--- src/lcmlt_ram.sv ---
// generic single-port-write, single-port-read ram with registered read
module lcmlt_ram #(
  parameter int W = 8,
  parameter int D = 16
) (
  input  logic                                 clk,
  input  logic                                 we,
  input  logic [((D > 1) ? $clog2(D) : 1)-1:0] waddr,
  input  logic [W-1:0]                         wdata,
  input  logic [((D > 1) ? $clog2(D) : 1)-1:0] raddr,
  output logic [W-1:0]                         rdata
);

  logic [W-1:0] mem [D];

  always_ff @(posedge clk) begin
    if (we) begin
      mem[waddr] <= wdata;
    end
    rdata <= mem[raddr];
  end

endmodule

--- config.mk ---
export PLATFORM = sky130hd
export DESIGN_NAME = lcmlt_ram
export DESIGN_NICKNAME = d
export VERILOG_FILES = /design/src/lcmlt_ram.sv
export SDC_FILE = /design/constraint.sdc
export NUM_CORES = 1
export LEC_CHECK = 0
export ABC_AREA = 1
export BUFFER_PORTS_ARGS = -buffer_cell sky130_fd_sc_hd__buf_4
export CORE_MARGIN = 2
export CORE_UTILIZATION = 61
export CTS_BUF_LIST = sky130_fd_sc_hd__clkbuf_8
export DETAILED_ROUTE_END_ITERATION = 16
export PLACE_DENSITY = 0.9
export SLEW_MARGIN = 20
export SYNTH_ARGS = -nofsm -noshare
export SYNTH_HDL_FRONTEND = slang
export SYNTH_SLANG_ARGS = --single-unit
--- constraint.sdc ---
create_clock -name clk -period 2.58 [get_ports clk]
set_input_delay 0.516 -clock clk [delete_from_list [all_inputs] [get_ports clk]]
set_output_delay 0.516 -clock clk [all_outputs]
set_load 0.05 [all_outputs]
# Word-level counts from Yosys, hierarchy flattened
# Memory sizes are Yosys's and may differ from the RTL's. A register that Yosys moved wholly into a read port is not among the register bits.
# Index checks and enable logic that the tools add are counted.
[totals] ff_bits=0 latch_bits=0 ram_bits=128 romBits=0 inputBits=18 out_inout_bits=8 word_cells=3 memories=1
[classes] n_addsub=0 n_mul=0 n_div=0 n_lt_le_gt_ge=0 n_eq_ne=0 shifts=0 muxes=2 n_bitwise=0 reduce_logical=0
[mem_list] name="mem" depth=16 word_bits=8 read_ports=1 rd_clocked_by_memory_dff=1 wr=1 line_no="14" rtl="logic [W-1:0] mem [D];"
[ops] cell="two-way mux 1 bit" count=2

# Depth between registers and ports, before layout
[logic_depth] word_depth=2 mapped_depth=8 depth_no_buf=7

# Least setup slack after synthesis
# No wires, ideal clock.
[synth_timing] path_type="input port to flip-flop" start="in waddr[2] (netlist name)" end="mem mem[10][0] (enable)" setup_time_ns=0.370 t_arrival_ns=1.097 required_ns=2.210 setup_slack_ns=1.113 cell_stages=2 n_path_buf=0 path_cell_list="nand3b_1 -> nor2_1"
[synth_lines] element="start, declared" line_no="8" rtl="input logic [((D > 1) ? $clog2(D) : 1)-1:0] waddr,"
[synth_lines] element="end, declared" line_no="14"
# Straight into the memory's write port.

# Final worst setup path
[layout_timing] start="reg rdata[6], read port of mem" end="out rdata[6]"
[layout_lines] element="start, declared" line_no="11" rtl="output logic [W-1:0] rdata"
# No word-level cell between the ends.

==> flow_metrics.py <==
metrics = {
    "run_status": {
        "status": "finished, final reports clean",
    },
    "die": {
        "die_h_um": 101.2,
        "rows": 35,
        "io_pins": 26,
        "fp.dieW_um": 101.2,
        "die_area_sq_mm": 0.01025,
        "start_util_pct": 62.71,
        "core_sq_mm": 0.009196,
    },
    "worst_setup_path": {
        "arrival_ps": 1000,
        "cp.depth": 1,
        "startpoint_type": "flip-flop",
        "worstSetupPathType": "flip-flop to primary output",
        "reg2reg_slack_ps": 1480,
        "critical_path_buf_inv_count": 1,
        "cpPeakStageDelay_ps": 350,
        "crit_chain": "buf_4",
        "slowest_stage": "dfxtp_1",
        "r2r-end": "rdata[0]",
        "crit_start": "rdata[6]",
        "end_kind": "primary output",
        "critPathTopFamily": "flip-flops",
        "cp_max_fo": 1,
        "r2r_cells": 6,
        "cp.required_ps": 2060,
        "r2r-start": "mem[6][0]",
        "setup.worst_path.end": "rdata[6]",
    },
    "power": {
        "p_sw_mw": 1.052,
        "power.leakage_nw": 2.782,
        "irDropWorstVdd_mv": 0.4895,
        "switching_share_pct": 22.68,
        "p_comb_share_pct": 7.8,
        "seq_power_share_pct": 53.5,
        "clkPwrFrac_pct": 38.6,
        "p_int_mw": 3.586,
        "power_density_mw_per_mm2": 726.3,
    },
    "global_route": {
        "grt_antenna_before_repair": 0,
        "grt_pass1_wl_mm": 20.83,
        "grt_max_degree": 65,
        "gr-total-overflow": 0,
        "grt_pass1_vias": 3959,
        "grt_usage_pct": 27.87,
    },
    "synthesis": {
        "syn_inst": 551,
        "synth.area.top_cells": "edfxtp_1 (67%), nand2_1 (11%), nand3_1 (8.4%), inv_1 (6.5%), dfxtp_1 (2.8%)",
        "yosysSeqAreaShare_pct": 69.43,
        "synthesis.area_sq_mm": 0.005767,
        "ys_types": 12,
        "synth_top_area_cell": "edfxtp_1",
        "yosys_warnings": 0,
        "syn_area_per_cell_sq_um": 10.47,
        "ys_ff_latch": 136,
        "yosysTopAreaCellShare_pct": 66.65,
        "syn_nets": 569,
    },
    "placement": {
        "dp_hpwl_mm": 7.752,
        "gp_congestion": 0.9130,
        "io_buffers": 25,
    },
    "clocking": {
        "cts-root-buf": "clkbuf_8",
        "htreeDepth": 4,
        "clk_pin_slew_ps": 70,
        "cts_buffers": 17,
        "clkLatencyLatePin_ps": 440,
        "cts_setup_buffers": 0,
        "cts_hold_buf": 0,
        "ctsResizeCount": 0,
        "clock_path_buffers": 2,
        "cts_tree": "yes",
        "cts_sinks": 136,
    },
    "drt": {
        "antenna_left": 0,
        "drt-total-wl_mm": 13.20,
        "drtPass1Iterations": 6,
        "via_per_inst": 5.748,
        "routedWlPerCell_um": 18.83,
        "drc": 0,
        "drt-initial-drc-count": 761,
        "vias": 4029,
    },
    "sta": {
        "hold_viol_final": 0,
        "finClkSkew_ps": 7.549,
        "relSlewSlack_pct": 46.79,
        "tightest_slew_ps": 795.1,
        "period_needed_ps": 1516,
        "setup_viol": 0,
        "final.setup.tns_ps": 0,
        "rsz0062_at_grt": "no",
        "slew_violations": 0,
        "post-route-period-util_pct": 58.76,
        "max_freq_mhz": 659.6,
    },
    "hold_path": {
        "min_path_cells": 3,
        "hold_path.class": "primary input to flip-flop",
    },
    "layout": {
        "antenna_cells": 0,
        "drive_gt1_share_pct": 9.661,
        "area_growth_pct": 10.74,
        "utilization_pct": 69.44,
        "nNetsFinal": 595,
    },
    "job": {
        "maxCapViolCount": 0,
    },
}
## cells in the mapped netlist
cell type  count
inv_1        100
buf_4          4
inv_2          2
buf_2         13
nand3b_1       2
nor2_1        17
nand2_1      173
edfxtp_1     128
dfxtp_1        8
buf_1          1
buf_6          6
nand3_1       97
## cell type report
cell class | count | area (sq um)
flip-flops and latches | 136 | 4004
fillers | 580 | 2810
multi-input cells | 289 | 1214
inverters | 102 | 382.9
repair buffers | 31 | 245.2
clock buffers | 17 | 234.0
clock inverters | 15 | 167.7
well taps | 111 | 138.9
## per-stage QoR
| stage | setup WS [ps] | instance area, sq um | hold slack (ps) | instances | total power [mW] |
|---|---|---|---|---|---|
| after floorplan | 1113 | 5767 | 607.4 | 551 | 2.753 |
| after global placement | 767.1 | 5984 | 660.4 | 669 | 2.864 |
| after detailed placement | 713.3 | 5984 | 657.9 | 669 | 2.881 |
| after CTS | 1065 | 6386 | 390.3 | 701 | 4.625 |
| after global routing | 1034 | 6386 | 419.1 | 701 | 4.757 |
| final | 1064 | 6386 | 416.3 | 701 | 4.638 |
## cells in the final DEF, fill, tap and decap left out, drive strengths merged
cell type / instances
inv: 105
nor2: 17
nand3b: 2
bufinv: 4
clkinvlp: 1
clkbuf: 17
buf: 31
nand3: 97
edfxtp: 128
clkinv: 7
nand2: 173
dfxtp: 8
## registers in the layout (all words and copies together), names as in the netlist
register  flops
rdata         8
mem         128
## power by group through the flow
stage	clock (mW)	combinational [mW]	sequential (mW)
detailed placement	0	0.350	2.53
global placement	0	0.335	2.53
finish	1.79	0.363	2.48
CTS	1.78	0.357	2.48
global route	1.88	0.391	2.49
floorplan	0	0.174	2.58
## logic make-up after synthesis
family / count (synthesis) / share of synthesized area [%]
AND/OR/NAND/NOR: 289 / 21.05
flip-flops: 136 / 69.43
buffers and inverters: 126 / 9.525
## per-layer routing
layer  GRT usage, %  vias up  share of wire, %
met1          37.28     1882                38
met5              0        -                 0
met4          12.89        0               3.0
li1               -     1821                 -
met2          44.01      286                49
met3          6.349       40                10
## worst min path at each step
stage	endpoint	startpoint	slack, ps
detailed placement	rdata[2]	mem[12][2]	660
finish	rdata[3]	raddr[3]	420
global route	mem[3][1]	wdata[1]	420
CTS	rdata[3]	raddr[3]	390
floorplan	rdata[0]	mem[10][0]	610
global placement	rdata[2]	mem[12][2]	660
(Power assumes the default switching activity.)
